--- src/design/mexp_pkg.sv ---
// Package for the modular exponentiation block.
// Holds the controller/datapath command and status structs and the modulus reset value.
// No dependencies.
package mexp_pkg;

    // Modulus after reset
    localparam logic [31:0] MODULUS_RESET = 32'd1000000007;

    // Commands from the controller to the datapath
    typedef struct packed {
        logic load;        // capture a transaction and start the base reduction
        logic take_red;    // store the reduced base as the running square
        logic start_step;  // start one square and one multiply
        logic take_step;   // fold the products and shift the exponent
        logic push;        // load the result into the output register
    } t_dp_cmd;

    // Status from the datapath to the controller
    typedef struct packed {
        logic mul_done;    // the square product unit has finished
        logic exp_zero;    // no set exponent bits remain
        logic out_free;    // the output register can take a result
    } t_dp_status;

endpackage

--- src/design/mexp_if.sv ---
// Channel interfaces for the modular exponentiation block.
// Request carries base and exponent, response carries the result; no dependencies.
interface mexp_req_if #(
    parameter int EXP_BITS = 63,
    parameter int MOD_BITS = 31
);
    logic                valid;
    logic                ready;
    logic [MOD_BITS-1:0] base_value;
    logic [EXP_BITS-1:0] exponent;

    modport source (output valid, base_value, exponent, input ready);
    modport sink   (input valid, base_value, exponent, output ready);
endinterface

interface mexp_rsp_if #(
    parameter int MOD_BITS = 31
);
    logic                valid;
    logic                ready;
    logic [MOD_BITS-1:0] power_result;

    modport source (output valid, power_result, input ready);
    modport sink   (input valid, power_result, output ready);
endinterface

--- src/design/mexp_mulmod.sv ---
// Bit-serial modular multiplier: x * y mod m, one bit of x per cycle, MSB first.
// Requires y < m. Standalone, no package dependency.
module mexp_mulmod #(
    parameter int MOD_BITS = 31
) (
    input  logic                i_clk,
    input  logic                i_rst_n,
    input  logic                i_start,
    input  logic [MOD_BITS-1:0] i_x,
    input  logic [MOD_BITS-1:0] i_y,
    input  logic [MOD_BITS-1:0] i_m,
    output logic                o_done,
    output logic [MOD_BITS-1:0] o_res
);
    localparam int CW = (MOD_BITS > 1) ? $clog2(MOD_BITS) : 1;
    localparam logic [CW-1:0] LAST = CW'(MOD_BITS - 1);

    logic [MOD_BITS-1:0] r_acc, n_acc;
    logic [MOD_BITS-1:0] r_x;
    logic [MOD_BITS-1:0] r_y;
    logic [MOD_BITS-1:0] r_m;
    logic [CW-1:0]       r_cnt;
    logic                r_busy;
    logic                r_done;
    logic [MOD_BITS+1:0] t0, t1, t2, m_ext;

    // Double, add the selected multiplicand, reduce twice
    always_comb begin
        m_ext = {2'b00, r_m};
        t0 = {1'b0, r_acc, 1'b0} + (r_x[MOD_BITS-1] ? {2'b00, r_y} : '0);
        t1 = (t0 >= m_ext) ? t0 - m_ext : t0;
        t2 = (t1 >= m_ext) ? t1 - m_ext : t1;
        n_acc = t2[MOD_BITS-1:0];
    end

    // Control: busy flag, bit counter, done pulse
    always_ff @(posedge i_clk) begin
        if (!i_rst_n) begin
            r_busy <= 1'b0;
            r_done <= 1'b0;
            r_cnt  <= '0;
        end else begin
            r_done <= r_busy && (r_cnt == LAST);
            if (i_start) begin
                r_busy <= 1'b1;
                r_cnt  <= '0;
            end else if (r_busy) begin
                r_cnt <= r_cnt + 1'b1;
                if (r_cnt == LAST) begin
                    r_busy <= 1'b0;
                end
            end
        end
    end

    // Operands and running residue
    always_ff @(posedge i_clk) begin
        if (i_start) begin
            r_acc <= '0;
            r_x   <= i_x;
            r_y   <= i_y;
            r_m   <= i_m;
        end else if (r_busy) begin
            r_acc <= n_acc;
            r_x   <= {r_x[MOD_BITS-2:0], 1'b0};
        end
    end

    assign o_done = r_done;
    assign o_res  = r_acc;
endmodule

--- src/design/mexp_dp.sv ---
// Datapath of the modular exponentiation block: operand registers, two product
// units, output register. Depends on mexp_pkg and mexp_mulmod.
module mexp_dp
    import mexp_pkg::*;
#(
    parameter int EXP_BITS = 63,
    parameter int MOD_BITS = 31
) (
    input  logic                i_clk,
    input  logic                i_rst_n,
    input  t_dp_cmd             i_cmd,
    output t_dp_status          o_status,
    input  logic [MOD_BITS-1:0] i_modulus,
    input  logic [MOD_BITS-1:0] i_base_value,
    input  logic [EXP_BITS-1:0] i_exponent,
    input  logic                i_out_ready,
    output logic                o_out_valid,
    output logic [MOD_BITS-1:0] o_power_result
);
    localparam logic [MOD_BITS-1:0] ONE = MOD_BITS'(1);

    logic [EXP_BITS-1:0] r_exp;
    logic [MOD_BITS-1:0] r_sq;
    logic [MOD_BITS-1:0] r_acc;
    logic [MOD_BITS-1:0] r_mod;
    logic                r_zero;
    logic                r_out_valid;
    logic [MOD_BITS-1:0] r_out;
    logic                sq_done, mul_done;
    logic [MOD_BITS-1:0] sq_res, mul_res;
    logic [MOD_BITS-1:0] sq_x, sq_y, sq_m;

    // Square unit also reduces the base: base * 1 mod m
    assign sq_x = i_cmd.load ? i_base_value : r_sq;
    assign sq_y = i_cmd.load ? ONE : r_sq;
    assign sq_m = i_cmd.load ? i_modulus : r_mod;

    mexp_mulmod #(.MOD_BITS(MOD_BITS)) u_sq (
        .i_clk   (i_clk),
        .i_rst_n (i_rst_n),
        .i_start (i_cmd.load | i_cmd.start_step),
        .i_x     (sq_x),
        .i_y     (sq_y),
        .i_m     (sq_m),
        .o_done  (sq_done),
        .o_res   (sq_res)
    );

    mexp_mulmod #(.MOD_BITS(MOD_BITS)) u_mul (
        .i_clk   (i_clk),
        .i_rst_n (i_rst_n),
        .i_start (i_cmd.start_step),
        .i_x     (r_sq),
        .i_y     (r_acc),
        .i_m     (r_mod),
        .o_done  (mul_done),
        .o_res   (mul_res)
    );

    // Operand registers
    always_ff @(posedge i_clk) begin
        if (i_cmd.load) begin
            r_exp  <= i_exponent;
            r_acc  <= ONE;
            r_mod  <= i_modulus;
            r_zero <= (i_modulus < MOD_BITS'(2));
        end
        if (i_cmd.take_red) begin
            r_sq <= sq_res;
        end
        if (i_cmd.take_step) begin
            r_sq  <= sq_res;
            r_exp <= r_exp >> 1;
            if (r_exp[0]) begin
                r_acc <= mul_res;
            end
        end
    end

    // Output register: hold until the transaction completes
    always_ff @(posedge i_clk) begin
        if (!i_rst_n) begin
            r_out_valid <= 1'b0;
        end else if (i_cmd.push) begin
            r_out_valid <= 1'b1;
        end else if (i_out_ready) begin
            r_out_valid <= 1'b0;
        end
    end

    always_ff @(posedge i_clk) begin
        if (i_cmd.push) begin
            r_out <= r_zero ? '0 : r_acc;
        end
    end

    assign o_status.mul_done = sq_done & mul_done | sq_done & ~mul_done;
    assign o_status.exp_zero = (r_exp == '0);
    assign o_status.out_free = ~r_out_valid | i_out_ready;
    assign o_out_valid       = r_out_valid;
    assign o_power_result    = r_out;
endmodule

--- src/design/mexp_ctrl.sv ---
// Controller of the modular exponentiation block: sequences reduction, steps
// and result hand-off. Depends on mexp_pkg.
module mexp_ctrl
    import mexp_pkg::*;
(
    input  logic       i_clk,
    input  logic       i_rst_n,
    input  logic       i_in_valid,
    output logic       o_in_ready,
    input  t_dp_status i_status,
    output t_dp_cmd    o_cmd
);
    typedef enum logic [4:0] {
        S_IDLE = 5'b00001,
        S_RED  = 5'b00010,
        S_LOOP = 5'b00100,
        S_MUL  = 5'b01000,
        S_DONE = 5'b10000
    } t_state;

    t_state r_state, n_state;

    // Next state and commands
    always_comb begin
        n_state = r_state;
        o_cmd   = '0;
        case (r_state)
            S_IDLE: begin
                if (i_in_valid) begin
                    o_cmd.load = 1'b1;
                    n_state    = S_RED;
                end
            end
            S_RED: begin
                if (i_status.mul_done) begin
                    o_cmd.take_red = 1'b1;
                    n_state        = S_LOOP;
                end
            end
            S_LOOP: begin
                if (i_status.exp_zero) begin
                    n_state = S_DONE;
                end else begin
                    o_cmd.start_step = 1'b1;
                    n_state          = S_MUL;
                end
            end
            S_MUL: begin
                if (i_status.mul_done) begin
                    o_cmd.take_step = 1'b1;
                    n_state         = S_LOOP;
                end
            end
            S_DONE: begin
                if (i_status.out_free) begin
                    o_cmd.push = 1'b1;
                    n_state    = S_IDLE;
                end
            end
            default: n_state = S_IDLE;
        endcase
    end

    always_ff @(posedge i_clk) begin
        if (!i_rst_n) begin
            r_state <= S_IDLE;
        end else begin
            r_state <= n_state;
        end
    end

    assign o_in_ready = (r_state == S_IDLE);
endmodule

--- src/design/modular_exponentiation.sv ---
// Top level of the modular exponentiation block.
// Depends on mexp_pkg, mexp_if, mexp_mulmod, mexp_dp and mexp_ctrl.
//
// Usage:
//   i_req (sink) takes base_value and exponent; o_rsp (source) returns
//   power_result = base_value ** exponent mod modulus, one per transaction.
//   The modulus is written through i_cfg_we / i_cfg_wdata while idle; a
//   modulus below two makes every result zero.
// Sequencing: one transaction at a time. After acceptance the base is reduced,
//   then each exponent bit up to the highest set one takes a step (square
//   and multiply run in parallel in two bit-serial product units, one
//   multiplier bit per cycle). The result is then loaded into the output
//   register, and the next request can be taken in the same cycle that the
//   result becomes valid.
// Stall: the result sits in an output register; a new request is taken while
//   it waits, and the next result waits for that register to drain.
// Reset: synchronous, active low; clears control state and loads the modulus
//   with 1000000007.
module modular_exponentiation
    import mexp_pkg::*;
#(
    parameter int EXP_BITS = 63,
    parameter int MOD_BITS = 31
) (
    input  logic                i_clk,
    input  logic                i_rst_n,
    mexp_req_if.sink            i_req,
    mexp_rsp_if.source          o_rsp,
    input  logic                i_cfg_we,
    input  logic [MOD_BITS-1:0] i_cfg_wdata
);
    logic [MOD_BITS-1:0] r_modulus;
    t_dp_cmd             cmd;
    t_dp_status          status;
    logic                in_ready;

    // Modulus register
    always_ff @(posedge i_clk) begin
        if (!i_rst_n) begin
            r_modulus <= MODULUS_RESET[MOD_BITS-1:0];
        end else if (i_cfg_we) begin
            r_modulus <= i_cfg_wdata;
        end
    end

    mexp_ctrl u_ctrl (
        .i_clk      (i_clk),
        .i_rst_n    (i_rst_n),
        .i_in_valid (i_req.valid),
        .o_in_ready (in_ready),
        .i_status   (status),
        .o_cmd      (cmd)
    );

    mexp_dp #(.EXP_BITS(EXP_BITS), .MOD_BITS(MOD_BITS)) u_dp (
        .i_clk          (i_clk),
        .i_rst_n        (i_rst_n),
        .i_cmd          (cmd),
        .o_status       (status),
        .i_modulus      (r_modulus),
        .i_base_value   (i_req.base_value),
        .i_exponent     (i_req.exponent),
        .i_out_ready    (o_rsp.ready),
        .o_out_valid    (o_rsp.valid),
        .o_power_result (o_rsp.power_result)
    );

    assign i_req.ready = in_ready;

`ifndef SYNTHESIS
    // Result is a residue of the modulus
    a_res_range: assert property (@(posedge i_clk) disable iff (!i_rst_n)
        (o_rsp.valid && r_modulus >= MOD_BITS'(2)) |-> (o_rsp.power_result < r_modulus))
        else $error("result not below modulus");

    // Degenerate modulus gives zero
    a_res_zero: assert property (@(posedge i_clk) disable iff (!i_rst_n)
        (o_rsp.valid && r_modulus < MOD_BITS'(2)) |-> (o_rsp.power_result == '0))
        else $error("nonzero result for modulus below two");

    // One transaction in flight
    a_one_item: assert property (@(posedge i_clk) disable iff (!i_rst_n)
        (i_req.valid && i_req.ready) |=> !i_req.ready)
        else $error("request taken while busy");
`endif
endmodule
--- src/flat_wrapper.sv ---
// flat-port wrapper written by rule: the top's interface ports become plain ports
module modular_exponentiation_flat import mexp_pkg::*;
#(
    parameter int EXP_BITS = 63,
    parameter int MOD_BITS = 31
)
  (i_clk, i_rst_n, i_cfg_we, i_cfg_wdata, i_req_valid, i_req_base_value, i_req_exponent, i_req_ready, o_rsp_valid, o_rsp_power_result, o_rsp_ready);
  mexp_req_if #(.EXP_BITS(EXP_BITS), .MOD_BITS(MOD_BITS)) i_req_i ();
  mexp_rsp_if #(.MOD_BITS(MOD_BITS)) o_rsp_i ();
  input  logic i_clk;
  input  logic i_rst_n;
  input  logic i_cfg_we;
  input  logic [MOD_BITS-1:0] i_cfg_wdata;
  input wire logic [$bits(i_req_i.valid)-1:0] i_req_valid;
  input wire logic [$bits(i_req_i.base_value)-1:0] i_req_base_value;
  input wire logic [$bits(i_req_i.exponent)-1:0] i_req_exponent;
  output wire logic [$bits(i_req_i.ready)-1:0] i_req_ready;
  output wire logic [$bits(o_rsp_i.valid)-1:0] o_rsp_valid;
  output wire logic [$bits(o_rsp_i.power_result)-1:0] o_rsp_power_result;
  input wire logic [$bits(o_rsp_i.ready)-1:0] o_rsp_ready;
  assign i_req_i.valid = i_req_valid;
  assign i_req_i.base_value = i_req_base_value;
  assign i_req_i.exponent = i_req_exponent;
  assign i_req_ready = i_req_i.ready;
  assign o_rsp_valid = o_rsp_i.valid;
  assign o_rsp_power_result = o_rsp_i.power_result;
  assign o_rsp_i.ready = o_rsp_ready;
  modular_exponentiation #(.EXP_BITS(EXP_BITS), .MOD_BITS(MOD_BITS)) u_core (.i_clk(i_clk), .i_rst_n(i_rst_n), .i_req(i_req_i), .o_rsp(o_rsp_i), .i_cfg_we(i_cfg_we), .i_cfg_wdata(i_cfg_wdata));
endmodule
--- config.mk ---
export PLATFORM = sky130hd
export DESIGN_NAME = modular_exponentiation_flat
export DESIGN_NICKNAME = d
export VERILOG_FILES = /design/src/design/mexp_pkg.sv /design/src/design/mexp_if.sv /design/src/design/mexp_mulmod.sv /design/src/design/mexp_dp.sv /design/src/design/mexp_ctrl.sv /design/src/design/modular_exponentiation.sv /design/src/flat_wrapper.sv
export SDC_FILE = /design/constraint.sdc
export NUM_CORES = 1
export LEC_CHECK = 0
export BUFFER_PORTS_ARGS = -buffer_cell sky130_fd_sc_hd__buf_2
export CAP_MARGIN = 30
export CORE_MARGIN = 1.5
export CORE_UTILIZATION = 50
export DETAILED_ROUTE_END_ITERATION = 8
export GPL_TIMING_DRIVEN = 0
export PLACE_DENSITY = 0.66
export SKIP_CTS_REPAIR_TIMING = 1
export SLEW_MARGIN = 25
export SYNTH_ARGS = -nofsm -noshare
export SYNTH_HDL_FRONTEND = slang
export SYNTH_SLANG_ARGS = --single-unit
--- constraint.sdc ---
create_clock -name i_clk -period 19.45 [get_ports i_clk]
set_input_delay 2.9175 -clock i_clk [delete_from_list [all_inputs] [get_ports i_clk]]
set_output_delay 2.9175 -clock i_clk [all_outputs]
set_load 0.02 [all_outputs]
==> results of run 1 <==
[state kept, by name, indices dropped and copies added, names as in the netlist]
name,flops
u_core.r_modulus,31
u_core.u_dp.o_out_valid,1
u_core.u_dp.r_zero,1
u_core.u_dp.u_sq.o_res,31
u_core.u_dp.u_sq.r_y,31
u_core.u_dp.u_sq.r_m,31
u_core.u_dp.u_mul.r_y,31
u_core.u_dp.u_sq.r_busy,1
u_core.u_dp.u_mul.r_m,31
u_core.u_dp.u_sq.o_done,1
u_core.u_dp.o_power_result,31
u_core.u_dp.u_mul.r_busy,1
u_core.u_dp.r_acc,31
u_core.u_dp.r_sq,31
u_core.u_ctrl.r_state,5
u_core.u_dp.u_sq.r_cnt,5
u_core.u_dp.u_mul.r_x,31
u_core.u_dp.u_mul.o_res,31
u_core.u_dp.u_mul.r_cnt,5
u_core.u_dp.u_sq.r_x,31
u_core.u_dp.r_mod,31
u_core.u_dp.r_exp,63
[critical path: cells and delay by family (launching register included)]
kind            cells  cell delay [ns]
fa+ha+maj           3             1.07
simple gates        9             1.95
mux                 2             0.87
buf+inv             5             1.67
flops               1             0.48
compound gates     15             4.46
xor+xnor            1             0.26
[metrics by stage]
step	hold WS (ns)	cells	cell area [um2]	util
after floorplan	0.408	2928	28900	-
after global placement	0.412	3845	30600	0.540
after detailed placement	0.415	3856	30900	0.545
after CTS	0.427	3954	32600	0.575
after global routing	0.432	3955	32600	0.575
final	0.427	3956	32600	0.575
[logic make-up (layout without fill, tap and decap cells)]
| group | count (synthesis) | after routing |
|---|---|---|
| compound gates | 747 | 747 |
| flops | 486 | 486 |
| xor+xnor | 166 | 166 |
| buf+inv | 238 | 508 |
| simple gates | 913 | 913 |
| mux | 184 | 184 |
| other cells | 0 | 2 |
| fa+ha+maj | 194 | 194 |
[metal layers]
| layer | vias to the layer above | track usage | share of wire |
|---|---|---|---|
| met3 | 120 | 0.0448 | 0.067 |
| met2 | 787 | 0.426 | 0.44 |
| met4 | 8 | 0.0765 | 0.026 |
| li1 | 11100 | - | - |
| met1 | 11100 | 0.393 | 0.47 |
| met5 | - | 0 | 0.00052 |
[path summary, 6_finish.rpt]
path                        startpoint                          end  slack [ns]  depth (start not counted)
max          u_core.u_dp.u_mul.r_x[30]  u_core.u_dp.u_mul.o_res[25]        8.53                         35
min reg2reg      u_core.u_dp.r_mod[14]    u_core.u_dp.u_mul.r_m[14]        0.43                          0
min              u_core.u_dp.r_mod[14]    u_core.u_dp.u_mul.r_m[14]        0.43                          0
max reg2reg  u_core.u_dp.u_mul.r_x[30]  u_core.u_dp.u_mul.o_res[25]        8.53                         35
[layout make-up]
type	instances	area (um2)
Clock inverter	20	255
Buffer	111	467
Multi-Input combinational cell	2204	15100
Sequential cell	486	12800
Antenna cell	2	5.00
Timing Repair Buffer	172	1010
Inverter	127	479
Tap cell	756	946
Fill cell	4991	24100
Clock buffer	78	1470
[cells in the final DEF (no fill, tap or decap), types with 27 or more instances in the layout]
cell type / n
a21o_1: 90
a21oi_1: 219
a22o_1: 33
a31oi_1: 44
and2_1: 102
buf_2: 166
clkbuf_1: 109
clkbuf_16: 52
dfxtp_1: 175
edfxtp_1: 311
ha_1: 188
inv_1: 124
mux2_2: 96
mux2i_1: 88
nand2_1: 379
nand2b_1: 27
nand3_1: 39
nand4_1: 35
nor2_1: 132
nor2b_1: 73
nor4_1: 33
o21a_1: 28
o21ai_0: 157
xnor2_1: 107
xor2_1: 59
==> summary.txt, run 1 <==
final WL = 82700 um
simple-gate portion of the synthesized area = 0.153
Die Wd = 243 um
CP Max Fanout = 10
Synth area leader = edfxtp_1
Peak Freq = 91.6 MHz
Hold Violations, Final = 0
top cells by count, synth = 380 x nand2_1, 311 x edfxtp_1, 219 x a21oi_1, 188 x ha_1, 175 x dfxtp_1
run status = complete, no violations
Synth Area in Compound Gates = 0.166
Max clock buf depth = 3
Cell variety after synth = 80
HP Class = reg2reg
Post-synth EDFFs = 311
largest family of logic cells by synthesized area = compound AO/OA/AOI/OAI gates
prevailing post-synth register cell = edfxtp_1
Yosys warnings = 0
total die area = 59200 um2
post-synth top area share = 0.323
Clock Tree Root = clkbuf_16
Post-DP HPWL = 65600 um
synthesized cell area = 28900 um2
pre-CTS setup slack = 8.79 ns
Post-Route Setup TNS = 0 ns
CTS tree = built
slowest stage cell, crit path = o21ai_0
H-tree levels = 2
drt wl/cell = 20.9 um
Iter 0 DRT Violations = 1881
syn_nets = 3252
worst-skew pair later-pin latency = 0.62 ns
unrepaired setup endpoints after global routing = no
multiplexer area fraction after synthesis = 0.0679
Clock Sinks = 486
Cells after Synth = 2928
first-pass GRT wire length = 126000 um
Async SR Flop Fraction = 0
setup ws final = 8.53 ns
post-synthesis sequential area ratio = 0.445
Synth Area in XOR/XNOR = 0.0503
Worst Path Required = 19.92 ns
Total GRT Usage = 0.274
fin crit share = 0.561
minimum clock period = 10.92 ns
Chip Height = 243 um
Clock transition at path regs = 0.06 ns
# DRC = 0
max-cap violations = 0
Max-slew headroom = 0.283
Via density = 5.86
clk_skew = 0.0215 ns
Syn Area/Cell = 9.87 um2
Buffers on Ports = 161
gp weighted congestion = 1.01
largest net degree at the start of global routing = 56
Final Setup Violations = 0
vias post-DR = 23200
GR Overflow Total = 0
IO Count = 163
CORE AREA = 56700 um2
number of global-route vias before repair = 22200
most common cell in the netlist = nand2_1
Critical Path End Type = flop
Yosys reg bits = 486
Core Rows = 87
Num CTS Buffers = 52
layout cells sized above 1 = 0.118
Synth area leaders = edfxtp_1 32%, dfxtp_1 12%, ha_1 8.1%
Crit Path Class = reg2reg
WP data arrival = 11.39 ns
max incr delay on CP = 0.86 ns
Startpoint Class = flop
DR pass1 iterations = 6
ANT nets after route = 0
Initial Utilization = 0.509
final net count = 3478
Worst Tran Pin Value = 1.06 ns
antenna violations before repair = 8
Syn-to-layout area delta = 12.9%
final max-slew violation count = 0
Synth Area in Adders = 0.0856
Power of run 1 is left out: the tool's default activity adds up to more than one toggle a clock period on the data nets, which glitch-free logic cannot reach.
==> run 2, diff against run 1 <==
--- a/config.mk
+++ b/config.mk
@@ -11,7 +11,7 @@
 export CORE_UTILIZATION = 50
 export DETAILED_ROUTE_END_ITERATION = 8
 export GPL_TIMING_DRIVEN = 0
-export PLACE_DENSITY = 0.66
+export PLACE_DENSITY = 0.69
 export SKIP_CTS_REPAIR_TIMING = 1
 export SLEW_MARGIN = 25
 export SYNTH_ARGS = -nofsm -noshare
==> constraint.sdc (replaced) <==
create_clock -name i_clk -period 9.4 [get_ports i_clk]
set_input_delay 1.41 -clock i_clk [delete_from_list [all_inputs] [get_ports i_clk]]
set_output_delay 1.41 -clock i_clk [all_outputs]
set_load 0.02 [all_outputs]
==> run 2 against run 1 <==
Effect of this change: critical path depth did not move; via count rose by 0.97%; count of clock-buffer cells in the layout fell by 4; wire length rose by 3.5%; worst hold slack improved by 0.00090 ns; highest routed layer is now met4; clock skew rose by 0.016 ns; sequential share of layout area fell by 0.39 points; first-iteration DRC count rose by 2.8%; final cell count barely moved; die area did not move; non-clock buffer count did not move; setup slack got worse by 8.3 ns.
==> summary.txt, run 2 (synthesized netlist as in run 1, its figures left out) <==
Via density = 5.92
Worst Path Required = 9.88 ns
# DRC = 0
clk_skew = 0.0376 ns
WP data arrival = 9.69 ns
gp weighted congestion = 0.963
Core Rows = 87
Crit Path Class = reg2reg
run status = complete, no violations
Startpoint Class = flop
CP Buf/Inv Count = 5
Total GRT Usage = 0.281
most common cell after layout, fill and taps aside = nand2_1
DR pass1 iterations = 7
Num CTS Buffers = 51
Post-DP HPWL = 67400 um
Clock transition at path regs = 0.06 ns
drt wl/cell = 21.7 um
CORE AREA = 56700 um2
Peak Freq = 109 MHz
Final Setup Violations = 0
final WL = 85600 um
Critical Path End Type = flop
largest net degree at the start of global routing = 52
Crit path max-delay family = simple AND/OR/NAND/NOR gates
final max-slew violation count = 0
max FFs per register = 63
HP Class = reg2reg
minimum clock period = 9.22 ns
vias post-DR = 23400
number of global-route vias before repair = 22600
ANT nets after route = 0
Iter 0 DRT Violations = 1933
GR Util met1 = 0.381
Max-slew headroom = 0.296
most frequent cells in the layout = 379 x nand2_1, 311 x edfxtp_1, 215 x a21oi_1, 186 x ha_1, 175 x dfxtp_1
worst-skew pair later-pin latency = 0.62 ns
Hold Violations, Final = 0
antenna violations before repair = 1
Die Wd = 243 um
Chip Height = 243 um
Max clock buf depth = 3
setup ws final = 0.184 ns
Initial Utilization = 0.509
pre-CTS setup slack = -1.24 ns
CTS tree = built
slowest stage cell, crit path = or4b_2
H-tree levels = 2
max incr delay on CP = 0.69 ns
first-pass GRT wire length = 130000 um
total die area = 59200 um2
Syn-to-layout area delta = 14.0%
final net count = 3477
Top Usage Layer GRT = met2
cell with the most instances on the worst path = ha_1
Buffers on Ports = 161
CP Max Fanout = 10
met2 Use GR = 0.466
unrepaired setup endpoints after global routing = yes
fin crit share = 0.980
met3 GRT Util = 0.0393
GR Overflow Total = 0
max-cap violations = 0
Clock Tree Root = clkbuf_16
layout cells sized above 1 = 0.137
Biggest register = u_core.u_dp.r_exp
IO Count = 163
Worst Tran Pin Value = 1.05 ns
Clock Sinks = 486
## run 2: path summary, 6_finish.rpt
kind | cells after the start | start | slack [ns] | end
min reg2reg | 0 | u_core.u_dp.r_mod[22] | 0.43 | u_core.u_dp.u_mul.r_m[22]
max | 35 | u_core.u_dp.u_sq.r_x[30] | 0.18 | u_core.u_dp.u_sq.o_res[24]
min | 0 | u_core.u_dp.r_mod[22] | 0.43 | u_core.u_dp.u_mul.r_m[22]
max reg2reg | 35 | u_core.u_dp.u_sq.r_x[30] | 0.18 | u_core.u_dp.u_sq.o_res[24]
## run 2: cell type report
cell class | instances | area [um2]
Tap cell | 756 | 946
Sequential cell | 486 | 12800
Antenna cell | 1 | 2.50
Clock inverter | 22 | 253
Timing Repair Buffer | 173 | 982
Clock buffer | 74 | 1510
Buffer | 110 | 533
Fill cell | 4910 | 23800
Multi-Input combinational cell | 2204 | 15400
Inverter | 127 | 479
## run 2: routing by layer
| layer | share of wire | vias up |
|---|---|---|
| li1 | - | 11100 |
| met4 | 0.031 | 0 |
| met3 | 0.064 | 131 |
| met2 | 0.48 | 787 |
| met1 | 0.43 | 11400 |
| met5 | 0 | - |
## run 2: worst register-to-register path, delay by kind of cell (launching register included)
kind,cells,cell delay (ns)
multiplexers,2,0.61
AO/OA/AOI/OAI,12,2.74
XOR/XNOR,1,0.29
flip-flops,1,0.52
adder cells (fa/ha/maj),3,1.02
AND/OR/NAND/NOR,12,2.92
buffers and inverters,5,0.99
## run 2: per-stage QoR
stage                     utilization  hold WS (ns)  cell area (um2)  instances  TNS, ns
after floorplan                     -         0.408            28900       2928        0
after global placement          0.540         0.412            30600       3845   -42.43
after detailed placement        0.543         0.415            30800       3852   -53.86
after CTS                       0.574         0.429            32600       3948   -58.21
after global routing            0.581         0.437            32900       3952   -0.596
final                           0.581         0.428            32900       3953        0
Power of run 2 is left out for the same reason.
